$ cat src/design/assert_macros.svh
// ---------------------------------------------------------------------------
// Assertion macros
// Shared concurrent assertion helpers; empty when SYNTHESIS is defined.
// ---------------------------------------------------------------------------
`ifndef ASSERT_MACROS_SVH
`define ASSERT_MACROS_SVH

`ifndef SYNTHESIS
// property must hold at every clock edge outside reset
`define CBD_ASSERT(lbl, clk, rst, prop) \
   lbl: assert property (@(posedge clk) disable iff (rst) (prop)) \
      else $error("assertion failed");
// expression must never be true outside reset
`define CBD_NEVER(lbl, clk, rst, expr) \
   lbl: assert property (@(posedge clk) disable iff (rst) !(expr)) \
      else $error("forbidden condition seen");
`else
`define CBD_ASSERT(lbl, clk, rst, prop)
`define CBD_NEVER(lbl, clk, rst, expr)
`endif

`endif

$ cat src/design/cbd_pkg.sv
// ---------------------------------------------------------------------------
// cbd_pkg
// Types and codes shared by the circular buffer deque modules.
// ---------------------------------------------------------------------------
package cbd_pkg;

   typedef enum logic [2:0] {
      OP_PUSH_FRONT = 3'd0,
      OP_PUSH_BACK  = 3'd1,
      OP_POP_FRONT  = 3'd2,
      OP_POP_BACK   = 3'd3,
      OP_PEEK_FRONT = 3'd4,
      OP_PEEK_BACK  = 3'd5
   } op_type;

   typedef enum logic [1:0] {
      STAT_OK    = 2'd0,
      STAT_FULL  = 2'd1,
      STAT_EMPTY = 2'd2
   } status_type;

   typedef enum logic [1:0] {
      ST_IDLE,
      ST_EXEC,
      ST_LOAD
   } state_type;

   localparam logic [4:0] CAP_RESET = 5'd16;

   typedef struct packed {
      logic        [2:0]  operation;
      logic signed [31:0] push_value;
   } req_item_type;

   typedef struct packed {
      logic signed [31:0] read_value;
      logic        [1:0]  status;
      logic        [4:0]  element_count;
      logic               now_empty;
   } rsp_item_type;

   typedef struct packed {
      logic capture;   // latch the incoming item
      logic exec;      // run the operation on the ring
      logic load;      // move the result into the output register
   } ctrl_cmd_type;

endpackage

$ cat src/design/cbd_ram.sv
// ---------------------------------------------------------------------------
// cbd_ram
// Simple dual-port RAM, one write and one read port, registered read data.
// ---------------------------------------------------------------------------
module cbd_ram #(
   parameter int WIDTH = 32,
   parameter int DEPTH = 16
) (
   input  logic                     clock,
   input  logic                     wr_en,
   input  logic [$clog2(DEPTH)-1:0] wr_addr,
   input  logic [WIDTH-1:0]         wr_data,
   input  logic                     rd_en,
   input  logic [$clog2(DEPTH)-1:0] rd_addr,
   output logic [WIDTH-1:0]         rd_data
);

   logic [WIDTH-1:0] mem_ff [DEPTH];
   logic [WIDTH-1:0] rd_data_ff;

   always_ff @(posedge clock) begin
      if (wr_en) begin
         mem_ff[wr_addr] <= wr_data;
      end
      // read data holds until the next read
      if (rd_en) begin
         rd_data_ff <= mem_ff[rd_addr];
      end
   end

   assign rd_data = rd_data_ff;

endmodule

$ cat src/design/cbd_ctrl.sv
// ---------------------------------------------------------------------------
// cbd_ctrl
// Sequencer: capture an item, execute it, then hand the result to the output.
// ---------------------------------------------------------------------------
`include "assert_macros.svh"

module cbd_ctrl (
   input  logic                  clock,
   input  logic                  reset,
   input  logic                  req_valid,
   output logic                  req_ready,
   output logic                  rsp_valid,
   input  logic                  rsp_ready,
   output cbd_pkg::ctrl_cmd_type cmd
);

   cbd_pkg::state_type state_ff, state_in;
   logic               rsp_valid_ff, rsp_valid_in;

   always_ff @(posedge clock) begin
      if (reset) begin
         state_ff     <= cbd_pkg::ST_IDLE;
         rsp_valid_ff <= 1'b0;
      end else begin
         state_ff     <= state_in;
         rsp_valid_ff <= rsp_valid_in;
      end
   end

   always_comb begin
      state_in = state_ff;
      cmd      = '0;
      case (state_ff)
         cbd_pkg::ST_IDLE: begin
            if (req_valid) begin
               cmd.capture = 1'b1;
               state_in    = cbd_pkg::ST_EXEC;
            end
         end
         cbd_pkg::ST_EXEC: begin
            cmd.exec = 1'b1;
            state_in = cbd_pkg::ST_LOAD;
         end
         cbd_pkg::ST_LOAD: begin
            // wait for the output register to be free
            if (!rsp_valid_ff || rsp_ready) begin
               cmd.load = 1'b1;
               state_in = cbd_pkg::ST_IDLE;
            end
         end
         default: begin
            state_in = cbd_pkg::ST_IDLE;
         end
      endcase
   end

   assign rsp_valid_in = cmd.load | (rsp_valid_ff & ~rsp_ready);
   assign req_ready    = (state_ff == cbd_pkg::ST_IDLE);
   assign rsp_valid    = rsp_valid_ff;

   `CBD_ASSERT(a_accept_exec, clock, reset, (req_valid && req_ready) |=> (state_ff == cbd_pkg::ST_EXEC))
   `CBD_ASSERT(a_exec_load, clock, reset, (state_ff == cbd_pkg::ST_EXEC) |=> (state_ff == cbd_pkg::ST_LOAD))
   `CBD_ASSERT(a_load_valid, clock, reset, cmd.load |=> rsp_valid_ff)

endmodule

$ cat src/design/cbd_datapath.sv
// ---------------------------------------------------------------------------
// cbd_datapath
// Ring indices, element count, capacity register, ring RAM and result register.
// ---------------------------------------------------------------------------
`include "assert_macros.svh"

module cbd_datapath #(
   parameter int DEPTH      = 16,
   parameter int DATA_WIDTH = 32
) (
   input  logic                  clock,
   input  logic                  reset,
   input  cbd_pkg::ctrl_cmd_type cmd,
   input  cbd_pkg::req_item_type req_item,
   input  logic                  csr_we,
   input  logic [4:0]            csr_wdata,
   output cbd_pkg::rsp_item_type rsp_item
);

   localparam int IDX_W = $clog2(DEPTH);
   localparam int AW    = ((IDX_W > 5) ? IDX_W : 5) + 1;

   logic [4:0]            cap_ff, cap_in, cap_eff;
   logic [IDX_W-1:0]      front_ff, front_in;
   logic [4:0]            count_ff, count_in;
   logic [2:0]            op_ff;
   logic [31:0]           val_ff;
   logic                  rd_use_ff, rd_use_in;
   logic [1:0]            status_ff, status_in;
   cbd_pkg::rsp_item_type rsp_ff, rsp_in;

   logic [AW-1:0] cap_a, front_a, count_a;
   logic [AW-1:0] back_sum, back_a, last_sum, last_a, inc_sum, inc_a, dec_a;
   logic          full, empty;

   logic                  ram_we, ram_re;
   logic [IDX_W-1:0]      ram_wa, ram_ra;
   logic [DATA_WIDTH-1:0] ram_wd, ram_rd;

   // register value 0 acts as 1, anything above DEPTH as DEPTH
   always_comb begin
      if (cap_ff == 5'd0) begin
         cap_eff = 5'd1;
      end else if (32'(cap_ff) > DEPTH) begin
         cap_eff = 5'(DEPTH);
      end else begin
         cap_eff = cap_ff;
      end
   end

   assign cap_a   = AW'(cap_eff);
   assign front_a = AW'(front_ff);
   assign count_a = AW'(count_ff);
   assign full    = (count_ff >= cap_eff);
   assign empty   = (count_ff == 5'd0);

   // indices only move by one slot, so one conditional subtract wraps them
   assign back_sum = front_a + count_a;
   assign back_a   = (back_sum >= cap_a) ? back_sum - cap_a : back_sum;
   assign last_sum = front_a + count_a - AW'(1);
   assign last_a   = (last_sum >= cap_a) ? last_sum - cap_a : last_sum;
   assign inc_sum  = front_a + AW'(1);
   assign inc_a    = (inc_sum >= cap_a) ? inc_sum - cap_a : inc_sum;
   assign dec_a    = (front_a == '0) ? cap_a - AW'(1) : front_a - AW'(1);

   assign ram_wd = DATA_WIDTH'(val_ff);

   always_comb begin
      cap_in    = cap_ff;
      front_in  = front_ff;
      count_in  = count_ff;
      status_in = status_ff;
      rd_use_in = rd_use_ff;
      ram_we    = 1'b0;
      ram_wa    = front_ff;
      ram_re    = 1'b0;
      ram_ra    = front_ff;
      if (csr_we) begin
         // a capacity write also empties the deque
         cap_in   = csr_wdata;
         front_in = '0;
         count_in = '0;
      end else if (cmd.exec) begin
         status_in = cbd_pkg::STAT_OK;
         rd_use_in = 1'b0;
         case (op_ff)
            cbd_pkg::OP_PUSH_FRONT: begin
               if (full) begin
                  status_in = cbd_pkg::STAT_FULL;
               end else begin
                  front_in = IDX_W'(dec_a);
                  ram_we   = 1'b1;
                  ram_wa   = IDX_W'(dec_a);
                  count_in = count_ff + 5'd1;
               end
            end
            cbd_pkg::OP_PUSH_BACK: begin
               if (full) begin
                  status_in = cbd_pkg::STAT_FULL;
               end else begin
                  ram_we   = 1'b1;
                  ram_wa   = IDX_W'(back_a);
                  count_in = count_ff + 5'd1;
               end
            end
            cbd_pkg::OP_POP_FRONT, cbd_pkg::OP_PEEK_FRONT: begin
               if (empty) begin
                  status_in = cbd_pkg::STAT_EMPTY;
               end else begin
                  ram_re    = 1'b1;
                  ram_ra    = front_ff;
                  rd_use_in = 1'b1;
                  if (op_ff == cbd_pkg::OP_POP_FRONT) begin
                     front_in = IDX_W'(inc_a);
                     count_in = count_ff - 5'd1;
                  end
               end
            end
            cbd_pkg::OP_POP_BACK, cbd_pkg::OP_PEEK_BACK: begin
               if (empty) begin
                  status_in = cbd_pkg::STAT_EMPTY;
               end else begin
                  ram_re    = 1'b1;
                  ram_ra    = IDX_W'(last_a);
                  rd_use_in = 1'b1;
                  if (op_ff == cbd_pkg::OP_POP_BACK) begin
                     count_in = count_ff - 5'd1;
                  end
               end
            end
            default: begin
               // unknown operation: no change, status ok
            end
         endcase
      end
   end

   always_comb begin
      rsp_in               = rsp_ff;
      rsp_in.read_value    = rd_use_ff ? 32'($signed(ram_rd)) : 32'sd0;
      rsp_in.status        = status_ff;
      rsp_in.element_count = count_ff;
      rsp_in.now_empty     = (count_ff == 5'd0);
   end

   always_ff @(posedge clock) begin
      if (reset) begin
         cap_ff   <= cbd_pkg::CAP_RESET;
         front_ff <= '0;
         count_ff <= '0;
      end else begin
         cap_ff   <= cap_in;
         front_ff <= front_in;
         count_ff <= count_in;
      end
   end

   always_ff @(posedge clock) begin
      if (cmd.capture) begin
         op_ff  <= req_item.operation;
         val_ff <= req_item.push_value;
      end
      status_ff <= status_in;
      rd_use_ff <= rd_use_in;
      if (cmd.load) begin
         rsp_ff <= rsp_in;
      end
   end

   assign rsp_item = rsp_ff;

   cbd_ram #(
      .WIDTH (DATA_WIDTH),
      .DEPTH (DEPTH)
   ) u_ring (
      .clock   (clock),
      .wr_en   (ram_we),
      .wr_addr (ram_wa),
      .wr_data (ram_wd),
      .rd_en   (ram_re),
      .rd_addr (ram_ra),
      .rd_data (ram_rd)
   );

   `CBD_NEVER(a_count_le_cap, clock, reset, count_ff > cap_eff)
   `CBD_NEVER(a_front_lt_cap, clock, reset, front_a >= cap_a)
   `CBD_ASSERT(a_push_grows, clock, reset, (cmd.exec && !csr_we && !full && (op_ff == cbd_pkg::OP_PUSH_FRONT || op_ff == cbd_pkg::OP_PUSH_BACK)) |=> (count_ff == $past(count_ff) + 5'd1))

endmodule

$ cat src/design/circular_buffer_deque.sv
// Sequence: each item is captured, executed and loaded in turn; its result passes
// the registered read of the ring RAM and the output register. A new item is taken
// only once the last one is loaded; a stalled output adds its wait.
// Reset: synchronous; empties the deque and sets the capacity register to 16.
// Ring contents are not cleared; only slots written by a push are ever read.
// ---------------------------------------------------------------------------
// circular_buffer_deque
// Double-ended queue in a ring RAM with a front index and an element count.
// ---------------------------------------------------------------------------
module circular_buffer_deque #(
   parameter int DEPTH      = 16,
   parameter int DATA_WIDTH = 32
) (
   input  logic                  clock,
   input  logic                  reset,
   input  logic                  req_valid,
   output logic                  req_ready,
   input  cbd_pkg::req_item_type req_item,
   output logic                  rsp_valid,
   input  logic                  rsp_ready,
   output cbd_pkg::rsp_item_type rsp_item,
   input  logic                  csr_we,
   input  logic [4:0]            csr_wdata
);

   cbd_pkg::ctrl_cmd_type cmd;

   cbd_ctrl u_ctrl (
      .clock     (clock),
      .reset     (reset),
      .req_valid (req_valid),
      .req_ready (req_ready),
      .rsp_valid (rsp_valid),
      .rsp_ready (rsp_ready),
      .cmd       (cmd)
   );

   cbd_datapath #(
      .DEPTH      (DEPTH),
      .DATA_WIDTH (DATA_WIDTH)
   ) u_datapath (
      .clock     (clock),
      .reset     (reset),
      .cmd       (cmd),
      .req_item  (req_item),
      .csr_we    (csr_we),
      .csr_wdata (csr_wdata),
      .rsp_item  (rsp_item)
   );

endmodule

$ cat config.mk
export PLATFORM = sky130hd
export DESIGN_NAME = circular_buffer_deque
export DESIGN_NICKNAME = d
export VERILOG_FILES = /design/src/design/cbd_pkg.sv /design/src/design/cbd_ram.sv /design/src/design/cbd_ctrl.sv /design/src/design/cbd_datapath.sv /design/src/design/circular_buffer_deque.sv
export VERILOG_INCLUDE_DIRS = /design/src /design/src/design
export SDC_FILE = /design/constraint.sdc
export NUM_CORES = 1
export LEC_CHECK = 0
export ABC_AREA = 1
export BUFFER_PORTS_ARGS = -buffer_cell sky130_fd_sc_hd__buf_2
export CORE_MARGIN = 3
export CORE_UTILIZATION = 35
export DETAILED_ROUTE_END_ITERATION = 8
export SKIP_LAST_GASP = 1
export SLEW_MARGIN = 0
export SYNTH_ARGS = -nofsm -noshare
export SYNTH_HDL_FRONTEND = slang
export SYNTH_SLANG_ARGS = --single-unit
export TNS_END_PERCENT = 100
$ cat constraint.sdc
create_clock -name clock -period 4.6 [get_ports clock]
set_input_delay 0.23 -clock clock [delete_from_list [all_inputs] [get_ports clock]]
set_output_delay 0.23 -clock clock [all_outputs]
set_load 0.005 [all_outputs]
# --- Yosys cells after proc, flatten, opt, wreduce, memory -nomap -nowiden ---
# Memory sizes are Yosys's and may differ from the RTL's. A register that Yosys moved wholly into a read port is not among the register bits.
# Cells that the tools add are included.
classes:
  bitwise: 4
  order_cmp: 5
  add_sub_neg: 10
  muxes: 45
  eq_ne: 14
  n_reduce_logical: 18
op_table:
  columns: ["operator", "n"]
  rows:
  - ["2-to-1 mux 4 bit", 14]
  - ["2-to-1 mux 5 bit", 7]
  - ["2-to-1 mux 1 bit", 16]
  - ["one-hot mux 4 bit (2 select lines)", 2]
  - ["one-hot mux 5 bit (3 select lines)", 1]
  - ["greater-or-equal comparator 6 x 5 -> 1 bit", 2]
  - ["subtractor 4 bit", 3]
  - ["greater-or-equal comparator 5 bit", 2]
  - ["logical NOT 5 bit", 2]
  - ["inequality test 2 bit (second input constant)", 4]
  - ["OR reduction 2 bit", 4]
  - ["subtractor 4 x 1 -> 4 bit (second input constant)", 2]
  - ["AND reduction 7 bit", 1]
  - ["adder 4 x 5 -> 6 bit", 1]
  - ["== test 3 x 2 -> 1 bit (second input constant)", 2]
  - ["== test 3 bit (second input constant)", 2]
  - ["logical NOT 6 bit", 1]
  - ["2-to-1 mux 2 bit", 3]
  - ["inequality test 2 x 1 -> 1 bit (second input constant)", 3]
  - ["one-hot mux 2 bit (3 select lines)", 1]
  - ["subtractor 6 x 1 -> 6 bit (second input constant)", 1]
  - ["adder 4 x 1 -> 5 bit (second input constant)", 1]
  - ["adder 5 x 1 -> 5 bit (second input constant)", 1]
  - ["> comparator 5 bit (second input constant)", 1]
  - ["17 further kinds", 19]
totals:
  ram_bits: 512
  n_memories: 1
  register_bits: 95
  input_bits: 45
memory_table:
  columns: ["memory", "depth", "word_bits", "read_ports", "rd_ports_with_merged_regs", "wr", "line", "source"]
  rows:
  - ["u_datapath.u_ring.mem_ff", 16, 32, 1, 1, 1, "cbd_ram.sv:18", "logic [WIDTH-1:0] mem_ff [DEPTH];"]

# --- Logic depth before layout (Yosys ltp) ---
# Gate-level depths: netlist (run 1).
logic_depth:
  ltp_word: 10
  mapped_depth: 24
  depth_no_buf: 21

# --- Hierarchy ---
# From an unflattened synthesis (run 1), not the netlist that was laid out.
hier_totals:
  cells_unflattened: 2659
  hier_area_um2: 28150.7
by_module_without_submodules:
  columns: ["mod", "seq_area_each_um2", "area_per_inst_um2", "cells_per_inst", "n_inst"]
  rows:
  - ["cbd_ram", 16335.7, 23050.9, 2120, 1]
  - ["cbd_datapath", 2622.5, 4951.0, 520, 1]
  - ["cbd_ctrl", 60.1, 148.9, 19, 1]

# --- Least setup slack after synthesis (run 1) ---
# OpenSTA, ideal clock, no wires.
synth_timing:
  path_kind: "register to register"
  from: "register u_datapath.count_ff[0]"
  to: "memory u_datapath.u_ring.mem_ff[12][0], enable pin"
  arrival_ns: 4.240
  path_slack_ns: -0.061
  path_stages_with_launch: 18
  setup_ns: 0.421
  t_required_ns: 4.179
  synth_period_minus_slack_ns: 4.661
  path_cell_list: "dfxtp_1 ha_1 fa_1 or2_1 nand2_2 inv_2 ha_1 a21oi_1 a21boi_0 o21ai_0 nand2_1 o211ai_1 nand2_1 nand2_1 o21ai_0 inv_1 nand3_1 nor2_1"
synth_between:
  elab_chain_cells: 7
  word_cells_on_any_way: 16
  cone_classes: "add/sub (2); order compare (2); mux (12)"
synth_rtl:
  columns: ["element", "line", "source"]
  rows:
  - ["from (decl)", "cbd_datapath.sv:25", "logic [4:0] count_ff, count_in;"]
  - ["from (signal assigned)", "cbd_datapath.sv:154", "count_ff <= count_in;"]
  - ["adder 4 x 5 -> 6 bit or greater-or-equal comparator 5 bit (tied branches)", "cbd_datapath.sv:58, cbd_datapath.sv:54", null]
  - ["greater-or-equal comparator 6 x 5 -> 1 bit, or another cell as far along", "cbd_datapath.sv:59", "assign back_a = (back_sum >= cap_a) ? back_sum - cap_a : back_sum;"]
  - ["2-to-1 mux 4 bit or 2-to-1 mux 1 bit (tied branches)", null, null]
  - ["2-to-1 mux 4 bit or 2-to-1 mux 1 bit (tied branches)", "cbd_datapath.sv:98, cbd_datapath.sv:83", null]
  - ["one-hot mux 4 bit (2 select lines) or 2-to-1 mux 1 bit (tied branches)", "cbd_datapath.sv:86, cbd_datapath.sv:78", null]
  - ["2-to-1 mux 4 bit or 2-to-1 mux 1 bit (tied branches)", "cbd_datapath.sv:83, cbd_ram.sv:22", null]
  - ["2-to-1 mux 4 bit or 2-to-1 mux 1 bit (tied branches)", "cbd_datapath.sv:78, cbd_ram.sv:23", null]
  - ["to (decl)", "cbd_ram.sv:18", null]
# Parallel ways exist; a longest one is shown, timed or not.

# --- Worst setup path in the final report (run 1) ---
layout_timing:
  from: "register u_datapath.count_ff[0]"
  to: "register u_datapath.u_ring.rd_data_ff[11] (netlist: u_datapath.u_ring.rd_data[11]) (read register of u_datapath.u_ring.mem_ff), data pin"
layout_between:
  elab_chain_cells: 8
  word_cells_on_any_way: 14
  cone_classes: "add/sub (3); order compare (1); mux (9); reduce/logical (1)"
layout_rtl:
  columns: ["element", "line", "source"]
  rows:
  - ["adder 4 x 5 -> 6 bit", "cbd_datapath.sv:60", "assign last_sum = front_a + count_a - AW'(1);"]
  - ["subtractor 6 x 1 -> 6 bit", "cbd_datapath.sv:60", null]
  - ["greater-or-equal comparator 6 x 5 -> 1 bit or subtractor 4 bit (tied branches)", "cbd_datapath.sv:61", "assign last_a = (last_sum >= cap_a) ? last_sum - cap_a : last_sum;"]
  - ["2-to-1 mux 4 bit", "cbd_datapath.sv:61", null]
  - ["2-to-1 mux 4 bit", "cbd_datapath.sv:120", "if (empty) begin"]
  - ["2-to-1 mux 4 bit", null, null]
  - ["2-to-1 mux 4 bit", "cbd_datapath.sv:83", "end else if (cmd.exec) begin"]
  - ["2-to-1 mux 4 bit", "cbd_datapath.sv:78", "if (csr_we) begin"]
  - ["to (decl)", "cbd_ram.sv:19", "logic [WIDTH-1:0] rd_data_ff;"]
# Parallel ways exist; a longest one is shown, timed or not.
# A chain may end at the register's enable or synchronous reset.

==> reports/qor.yml, run 1 <==
die_y_um: 289
synth_flop_cell: "edfxtp_1"
fill_cells: 7421
setup_slack_ns: 0.289
antenna_found_initial: 0
p_per_area_mw_per_mm2: 385
tritoncts: "built"
fin_hold_ws_ns: 0.114
cp-end-kind: "register"
yosysSeqAreaShare_pct: 67.7
hold_class: "input pin to register"
rsz0062_at_grt: "false"
synth_cell_types: 41
clock_latency_ns: 0.61
totalWireLength_um: 70900
grt_max_degree: 129
initial_core_util_pct: 35.5
final_cell_mix: "nand2_1, edfxtp_1, nand3_1"
grt_pass1_wl_um: 111000
design_area_sq_mm: 0.0329
pwr-share-comb_pct: 3.7
track_usage_pct: 17.2
crit_chain: "ha_1 -> fa_1 -> inv_1 -> nand2_1 -> nor2_8 -> xnor2_1 -> ha_1 -> a21oi_1 -> o21bai_1 -> a31oi_2 -> nand3_4 -> nand2_1 -> nand3_1 -> nand2_4 -> buf_12 -> nand3_1 -> nand3_1 -> nand3_1 -> nand2_1"
power_mw: 12.7
critPathLaunch: "u_datapath.count_ff[0]"
synth_area_per_cell_sq_um: 10.8
slew_violations: 0
internal_power_mw: 9.99
clock_path_buffers: 3
synthArstFlopShare_pct: 0
dp_hpwl_um: 39200
ant_nets: 0
synth_top_area_share_pct: 66.5
setup_viol: 0
final_layout_size_suffix_gt1_share_pct: 10.2
final-seq-area_sq_mm: 0.0190
routedWlPerCell_um: 18.4
critPathArrivalTime_ns: 4.78
fp-row-count: 103
period_share_pct: 93.7
ctsRootBufferMaster: "clkbuf_16"
cts.sinks: 639
grt_util_met1_pct: 23.6
worstHoldStart: "csr_we"
worst_path_max_delay_cell: "fa_1"
met2_usage_pct: 28.3
crit_path_frequent_cell: "nand3_1"
grt_pass1_vias: 18245
vias: 18730
maxCapViolations: 0
startpoint_type: "register"
power_leakage_nw: 13.4
finClkSkew_ns: 0.0217
io_buffers: 86
fin_crit_ns: 4.31
placedCellCount: 3674
gr-total-overflow: 0
tns_ns: 0
fp.dieW_um: 289
place_ws_ns: 0.205
p_sw_share_pct: 21.1
firstDrtPassIters: 5
fmax_ghz: 0.232
cts_buffers: 71
syn_nets: 2689
cts_setup_buffers: 0
synth_cells: 2608
r2r-start: "u_datapath.count_ff[0]"
synth_area_sq_mm: 0.0281
place_area_sq_mm: 0.0301
power.switching_mw: 2.68
status: "finished clean"
slew_headroom_pct: 32.4
diodes: 0
area_delta_synth_final_pct: 17.1
yosys.area.top_type: "edfxtp_1"
pwr-share-clk_pct: 44.7
drtIter0Drc: 1530
cp.required_ns: 5.07
drc_errors: 0
via_per_inst: 4.86
coreArea_sq_mm: 0.0793
gp_congestion: 0.809
num-nets-final: 2828
ir_worst_vdd_mv: 0.265
synth_area_leaders: "edfxtp_1, nand3_1, nand2_1, inv_1, buf_2"
p_seq_share_pct: 51.6
ios: 87
crit_path_max_fanout: 128
multiInputGateArea_sq_mm: 0.00715
die_area_sq_mm: 0.0837
synth_seq_cells: 639
yosys_warnings: 0
synth-edff-count: 622
finalHoldViolCount: 0
critPathKind: "register to register"
busiest_layer: "met2"
clkTransAtPathRegs_ns: 0.06
stdcell_count: 3853
final_core_util_pct: 41.5
layout_commonest_cell: "nand2_1"
worst_path_largest_cell_delay_ns: 0.57
worstMarginPinSlew_ns: 1.00
htree_levels: 3
grt_util_met3_pct: 2.29
[sequential cells by signal (all words and copies together), names as in the netlist]
name / cells
u_datapath.u_ring.mem_ff: 512
u_datapath.front_ff: 4
u_datapath.op_ff: 3
u_datapath.ram_wd: 32
u_datapath.u_ring.rd_data: 32
u_ctrl.state_ff: 2
u_datapath.status_ff: 2
u_ctrl.rsp_valid: 1
u_datapath.count_ff: 5
u_datapath.rsp_item: 40
u_datapath.cap_ff: 5
u_datapath.rd_use_ff: 1
[worst max-delay path: cells and delay by family, from the launching register on]
family / cells / cell delay (ns)
adder cells (fa/ha/maj): 3 / 1.11
buffers and inverters: 2 / 0.64
AO/OA/AOI/OAI: 3 / 0.52
flip-flops: 1 / 0.32
XOR/XNOR: 1 / 0.22
AND/OR/NAND/NOR: 10 / 1.26
[path summary, 6_finish.rpt]
check | end | slack, ns | cells past startpoint
max reg2reg | u_datapath.u_ring.rd_data[11] | 0.29 | 19
min reg2reg | u_datapath.rsp_item[7] | 0.41 | 0
min | u_datapath.rd_use_ff | 0.11 | 2
max | u_datapath.u_ring.rd_data[11] | 0.29 | 19
[power groups by stage]
stage                     logic (mW)  registers (mW)  clock network [mW]
after global routing           0.529            6.55                6.04
after global placement         0.435            6.66                   0
after CTS                      0.473            6.54                5.81
after floorplan                0.292            6.62                   0
final                          0.469            6.54                5.67
after detailed placement       0.437            6.66                   0
[synthesized netlist by cell type, types with 2 or more instances]
cell type,count
nand3_2,2
o21ai_0,27
edfxtp_1,622
nor2_1,62
dfxtp_1,17
a21oi_2,2
nand4_1,5
o211ai_1,9
nand2_2,4
clkbuf_1,11
nor3_1,4
ha_1,31
a21oi_1,28
a21o_1,2
inv_2,3
nand2_1,656
buf_1,4
inv_1,359
nor2_2,2
xor2_1,7
buf_4,14
nand3_1,599
xnor2_1,9
a221oi_1,2
fa_1,5
buf_6,13
buf_2,95
[cell families (layout without fill, tap and decap cells)]
kind of cell	Yosys count	after routing	share of synthesized area, %
adder cells (fa/ha/maj)	36	36	1.74
AND/OR/NAND/NOR	1340	1340	20.9
AO/OA/AOI/OAI	78	78	1.61
buffers and inverters	499	694	7.62
flip-flops	639	639	67.7
XOR/XNOR	16	16	0.499
[layout make-up]
type | count | area share, %
clock buffers | 90 | 5.62
well taps | 1050 | 3.99
repair buffers | 203 | 5.27
multi-input cells | 1470 | 21.7
clock inverters | 39 | 1.43
flip-flops and latches | 639 | 57.8
inverters | 362 | 4.15
[layer usage]
layer	wire length, um	up-vias	part of all wire (%)
met1	32000	9018	45
met4	1560	0	2.2
li1	-	9079	-
met2	33700	527	48
met5	0	-	0
met3	3650	106	5.1
[repair_timing]
action | in CTS | in global routing
endpoints found under the hold margin | 43 | 0
setup endpoints to repair | 0 | 23
hold buffers | 50 | 0
gates resized for setup | 0 | 2
Power figures use the tool's default switching activity.
==> run 2: changes to the inputs <==
Settings changed: CTS_BUF_LIST set to sky130_fd_sc_hd__clkbuf_2 sky130_fd_sc_hd__clkbuf_4 sky130_fd_sc_hd__clkbuf_8.
==> reports/qor.yml, run 2 (synthesis gave the netlist of run 1 again) <==
status: "finished clean"
wl_met1_um: 32200  # +0.57%
cts_buffers: 104  # +46%
maxCapViolations: 0  # unchanged
totalWireLength_um: 71400  # +0.61%
pwr-share-clk_pct: 41.5  # -3.2 points
cts_setup_buffers: 0  # unchanged
cts.sinks: 639  # unchanged
largest_reg_flops: 512  # unchanged
ctsRootBufferMaster: "clkbuf_8"
worstMarginPinSlew_ns: 0.963  # -0.0406 ns
ir_worst_vdd_mv: 0.193  # -27%
vias: 18871  # +0.75%
power.switching_mw: 2.66  # -0.47%
largest-register: "u_datapath.u_ring.mem_ff"
firstDrtPassIters: 5  # unchanged
fp.dieW_um: 289  # unchanged
layout_commonest_cell: "nand2_1"
crit_path_frequent_cell: "nand3_1"
drtIter0Drc: 1393  # -9.0%
critPathKind: "register to register"
ios: 87  # unchanged
routed-wl-met2_um: 33600  # -0.24%
area_delta_synth_final_pct: 16.5
gp_congestion: 0.809  # unchanged
worst_path_max_delay_cell: "fa_1"
final_layout_size_suffix_gt1_share_pct: 12.7  # +2.5 points
worst_path_largest_cell_delay_ns: 0.57  # about the same
ant_nets: 0  # unchanged
num-nets-final: 2866  # +1.3%
internal_power_mw: 9.32  # -6.8%
tritoncts: "built"
initial_core_util_pct: 35.5  # unchanged
finClkSkew_ns: 0.0406  # +0.0189 ns
p_sw_share_pct: 22.2  # +1.1 points
stdcell_count: 3926  # +1.9%
cp.required_ns: 5.18  # +0.11 ns
setup_slack_ns: 0.290  # +0.00156 ns
grt_pass1_wl_um: 111000  # about the same
power_mw: 12.0  # -5.4%
slew_violations: 0  # unchanged
cp-end-kind: "register"
grt_pass1_vias: 18471  # +1.2%
hold_class: "input pin to register"
coreArea_sq_mm: 0.0793  # unchanged
crit_chain: "ha_1 -> fa_1 -> inv_1 -> nand2_1 -> nor2_8 -> xnor2_1 -> ha_1 -> a21oi_1 -> o21bai_1 -> a31oi_2 -> nand3_4 -> nand2_1 -> nand3_1 -> nand2_4 -> buf_12 -> nand3_1 -> nand3_1 -> nand3_1 -> nand2_1"
route.met3.wl_um: 3720  # +1.9%
drc_errors: 0  # unchanged
clock_latency_ns: 0.72  # +0.11 ns
fin_crit_ns: 4.31  # -0.00156 ns
tns_ns: 0  # unchanged
die_area_sq_mm: 0.0837  # unchanged
p_per_area_mw_per_mm2: 366  # -5.0%
routedWlPerCell_um: 18.2  # -1.3%
period_share_pct: 93.7  # about the same
fmax_ghz: 0.232  # about the same
critPathArrivalTime_ns: 4.89  # +0.11 ns
power_leakage_nw: 13.4  # +0.22%
highest_layer: "met4"
grt_max_degree: 129  # unchanged
place_ws_ns: 0.205  # unchanged
p_seq_share_pct: 54.5  # +2.9 points
gr-total-overflow: 0  # unchanged
htree_levels: 3  # unchanged
setup_viol: 0  # unchanged
slew_headroom_pct: 35.2  # +2.7 points
finalHoldViolCount: 0  # unchanged
clock_path_buffers: 3  # unchanged
dp_hpwl_um: 39200  # unchanged
via_per_inst: 4.81  # -1.1%
rsz0062_at_grt: "false"
track_usage_pct: 17.2  # +0.049 points
io_buffers: 86  # unchanged
startpoint_type: "register"
pwr-share-comb_pct: 3.9  # +0.2 points
antenna_found_initial: 1  # +1
crit_path_max_fanout: 128  # unchanged
clkTransAtPathRegs_ns: 0.07  # about the same
fin_hold_ws_ns: 0.212  # +0.0977 ns
final_cell_mix: "nand2_1, edfxtp_1, nand3_1"
placedCellCount: 3674  # unchanged
die_y_um: 289  # unchanged
fp-row-count: 103  # unchanged
## run 2: changes by cell type in the layout (fill, tap and decap cells not counted), moves of 5 or more
cell / before / now
dlygate4sd3_1: 50 / 55
clkbuf_1: 19 / 0
clkbuf_16: 71 / 0
clkinv_1: 15 / 22
bufinv_16: 9 / 3
clkinv_2: 8 / 14
clkbuf_8: 0 / 106
clkbuf_4: 0 / 44
## run 2: cell type report
class | count | area (sq um)
well taps | 1050 | 1310
repair buffers | 208 | 1780
clock buffers | 150 | 1790
clock inverters | 46 | 319
flip-flops and latches | 639 | 19000
diodes | 1 | 2.50
fillers | 7485 | 46500
multi-input cells | 1470 | 7150
inverters | 362 | 1360
## run 2: layer usage
layer  GRT usage (%)  vias up
met5               0        -
met4            5.88        0
met3            2.50       96
met2            28.0      503
met1            23.6     9102
li1                -     9170
## run 2: worst paths after layout
path                              endpoint  slack, ns  cells after the start                    start
max          u_datapath.u_ring.rd_data[11]       0.29                     19   u_datapath.count_ff[0]
min                  u_datapath.ram_wd[25]       0.21                      2             req_item[25]
max reg2reg  u_datapath.u_ring.rd_data[11]       0.29                     19   u_datapath.count_ff[0]
min reg2reg         u_datapath.rsp_item[7]       0.42                      0  u_datapath.status_ff[1]
## run 2: power by group through the flow
stage          logic (mW)  registers (mW)  clock network [mW]
2_1_floorplan       0.292            6.62                   0
3_3_place_gp        0.435            6.66                   0
3_5_place_dp        0.437            6.66                   0
4_1_cts             0.476            6.54                5.11
5_1_grt             0.532            6.55                5.39
6_report            0.473            6.54                4.97
## run 2: what timing repair did
action / CTS / global route
setup endpoints to repair: 0 / 19
hold buffers: 55 / 0
endpoints found under the hold margin: 52 / 0
resized for setup: 0 / 2
## run 2: per-stage QoR
step                utilization, %  instance area, sq um
floorplan                        -                 28100
global placement              37.9                 30100
detailed placement            37.9                 30100
CTS                           41.3                 32700
global route                  41.3                 32700
finish                        41.3                 32700
## run 2: worst max-delay path, delay by kind of cell, from the launching register on
| family | cells | cell delay, ns |
|---|---|---|
| compound gates | 3 | 0.53 |
| xor+xnor | 1 | 0.22 |
| fa+ha+maj | 3 | 1.11 |
| buf+inv | 2 | 0.64 |
| simple gates | 10 | 1.27 |
| flops | 1 | 0.32 |
==> run 3: changes to the inputs <==
--- a/config.mk
+++ b/config.mk
@@ -9,3 +9,3 @@
 export ABC_AREA = 1
-export BUFFER_PORTS_ARGS = -buffer_cell sky130_fd_sc_hd__buf_2
+export BUFFER_PORTS_ARGS = -buffer_cell sky130_fd_sc_hd__clkbuf_2
 export CORE_MARGIN = 3
--- a/constraint.sdc
+++ b/constraint.sdc
@@ -3,2 +3,2 @@
 set_output_delay 0.23 -clock clock [all_outputs]
-set_load 0.005 [all_outputs]
+set_load 0.01 [all_outputs]
==> reports/qor.yml, run 3 (synthesis gave the netlist of run 1 again) <==
critPathArrivalTime_ns: 4.68  # -0.21 ns
clock_path_buffers: 3  # unchanged
gr-total-overflow: 0  # unchanged
design_area_sq_mm: 0.0328  # +0.32%
num-nets-final: 2871  # +0.17%
slew_headroom_pct: 33.9  # -1.3 points
dp_hpwl_um: 39200  # +0.11%
ios: 87  # unchanged
tritoncts: "built"
largest_reg_flops: 512  # unchanged
finalHoldViolCount: 0  # unchanged
ir_worst_vdd_mv: 0.241  # +25%
ant_nets: 0  # unchanged
hold_class: "input pin to register"
placedCellCount: 3677  # +0.082%
startpoint_type: "register"
die_area_sq_mm: 0.0837  # unchanged
die_y_um: 289  # unchanged
vias: 19032  # +0.85%
gp_congestion: 0.834  # +3.1%
reg2reg_depth: 16  # -3
totalWireLength_um: 72200  # +1.1%
layout_commonest_cell: "nand2_1"
initial_core_util_pct: 35.5  # unchanged
r2r-start: "u_datapath.count_ff[0]"
fin_hold_ws_ns: 0.234  # +0.0227 ns
fin_crit_ns: 4.31  # +0.00368 ns
drtIter0Drc: 1639  # +18%
via_per_inst: 4.85  # +0.90%
cp.required_ns: 4.97  # -0.21 ns
status: "finished clean"
clock_latency_ns: 0.72  # about the same
power_mw: 11.9  # -0.84%
firstDrtPassIters: 5  # unchanged
slew_violations: 0  # unchanged
finClkSkew_ns: 0.0306  # -0.0100 ns
setup_viol: 0  # unchanged
cp-end-kind: "register"
place_area_sq_mm: 0.0302  # +0.49%
track_usage_pct: 17.3  # +0.10 points
period_share_pct: 93.8  # about the same
ctsRootBufferMaster: "clkbuf_8"
largest-register: "u_datapath.u_ring.mem_ff"
hold_depth: 2  # unchanged
htree_levels: 3  # unchanged
routedWlPerCell_um: 18.4  # +1.2%
cts.sinks: 639  # unchanged
ff2ff_setup_slack_ns: 0.29  # about the same
cts_buffers: 106  # +1.9%
antenna_found_initial: 1  # unchanged
place_ws_ns: 0.262  # +0.0566 ns
p_per_area_mw_per_mm2: 362  # -1.1%
power_leakage_nw: 13.4  # +0.22%
grt_pass1_vias: 18437  # -0.18%
worstReg2RegEnd: "u_datapath.u_ring.mem_ff[10][8]"
grt_max_degree: 129  # unchanged
fmax_ghz: 0.232  # about the same
tns_ns: 0  # unchanged
final_core_util_pct: 41.4  # +0.13 points
worstMarginPinSlew_ns: 0.981  # +0.0189 ns
coreArea_sq_mm: 0.0793  # unchanged
fp-row-count: 103  # unchanged
hold-path-endpoint: "u_datapath.ram_wd[10]"
drc_errors: 0  # unchanged
maxCapViolations: 0  # unchanged
final_cell_mix: "nand2_1, edfxtp_1, nand3_1"
worstHoldStart: "req_item[10]"
final_layout_size_suffix_gt1_share_pct: 12.6  # -0.13 points
fp.dieW_um: 289  # unchanged
grt_pass1_wl_um: 110000  # -0.34%
setup_slack_ns: 0.287  # -0.00368 ns
area_delta_synth_final_pct: 16.9
stdcell_count: 3924  # -0.051%
crit_path_max_fanout: 12  # -91%
io_buffers: 86  # unchanged
critPathKind: "register to register"
rsz0062_at_grt: "false"
clkTransAtPathRegs_ns: 0.06  # about the same
[run 3: changes by cell type in the layout (fill, tap and decap cells not counted), sizes merged]
| cell | previous run | this run |
|---|---|---|
| buf | 153 | 71 |
| clkinv | 36 | 41 |
| dlygate4sd3 | 55 | 54 |
| bufinv | 3 | 2 |
| clkbuf | 150 | 231 |
| inv | 367 | 363 |
[run 3: timing repair]
item / in CTS / in global routing
buffers inserted: 0 / 1
gates resized for setup: 0 / 4
endpoints found under the setup margin: 0 / 41
hold buffers: 54 / 0
endpoints found under the hold margin: 52 / 0
[run 3: worst max path at each step]
stage / start / slack, ns / endpoint
global placement: u_datapath.count_ff[0] / 0.40 / u_datapath.u_ring.rd_data[15]
finish: u_datapath.count_ff[0] / 0.29 / u_datapath.u_ring.mem_ff[10][8]
CTS: u_datapath.count_ff[0] / 0.25 / u_datapath.u_ring.rd_data[15]
global route: u_datapath.count_ff[0] / 0.003 / u_datapath.u_ring.mem_ff[10][3]
floorplan: u_datapath.count_ff[0] / -0.06 / u_datapath.u_ring.mem_ff[12][0]
detailed placement: u_datapath.count_ff[0] / 0.26 / u_datapath.u_ring.rd_data[15]
[run 3: cell type report]
cell class	count	area (sq um)
clock inverter	46	290
clock buffer	145	1760
sequential	639	19000
tap	1050	1310
multi-input combinational	1470	7160
antenna	1	2.50
fill	7514	46400
timing repair buffer	211	1940
inverter	362	1360
[run 3: where the power goes]
part           leakage [nW]  internal [mW]  switching [mW]
sequential             5.76           6.45          0.0874
combinational          6.58          0.180           0.301
clock                  1.09           2.60            2.27
[run 3: routing by layer]
metal | share of wire, % | global-route usage [%] | up-vias
li1 | - | - | 9176
met1 | 45 | 23.6 | 9146
met2 | 46 | 27.9 | 588
met3 | 5.9 | 2.85 | 122
met4 | 2.7 | 6.39 | 0
met5 | 0 | 0 | -
[run 3: worst max-delay path, stage by stage (launching register included)]
cell and delay, ns:
dfxtp_1 0.31, ha_1 0.25, fa_1 0.42, or2_1 0.25, nand2_2 0.11, inv_2 0.08
ha_1 0.36, a21oi_1 0.16, a21boi_0 0.11, o21ai_0 0.15, nand2_1 0.18, o211ai_1 0.31
a21oi_1 0.10, o21ai_0 0.18, nand3_1 0.43, nor2_4 0.27, buf_4 0.29
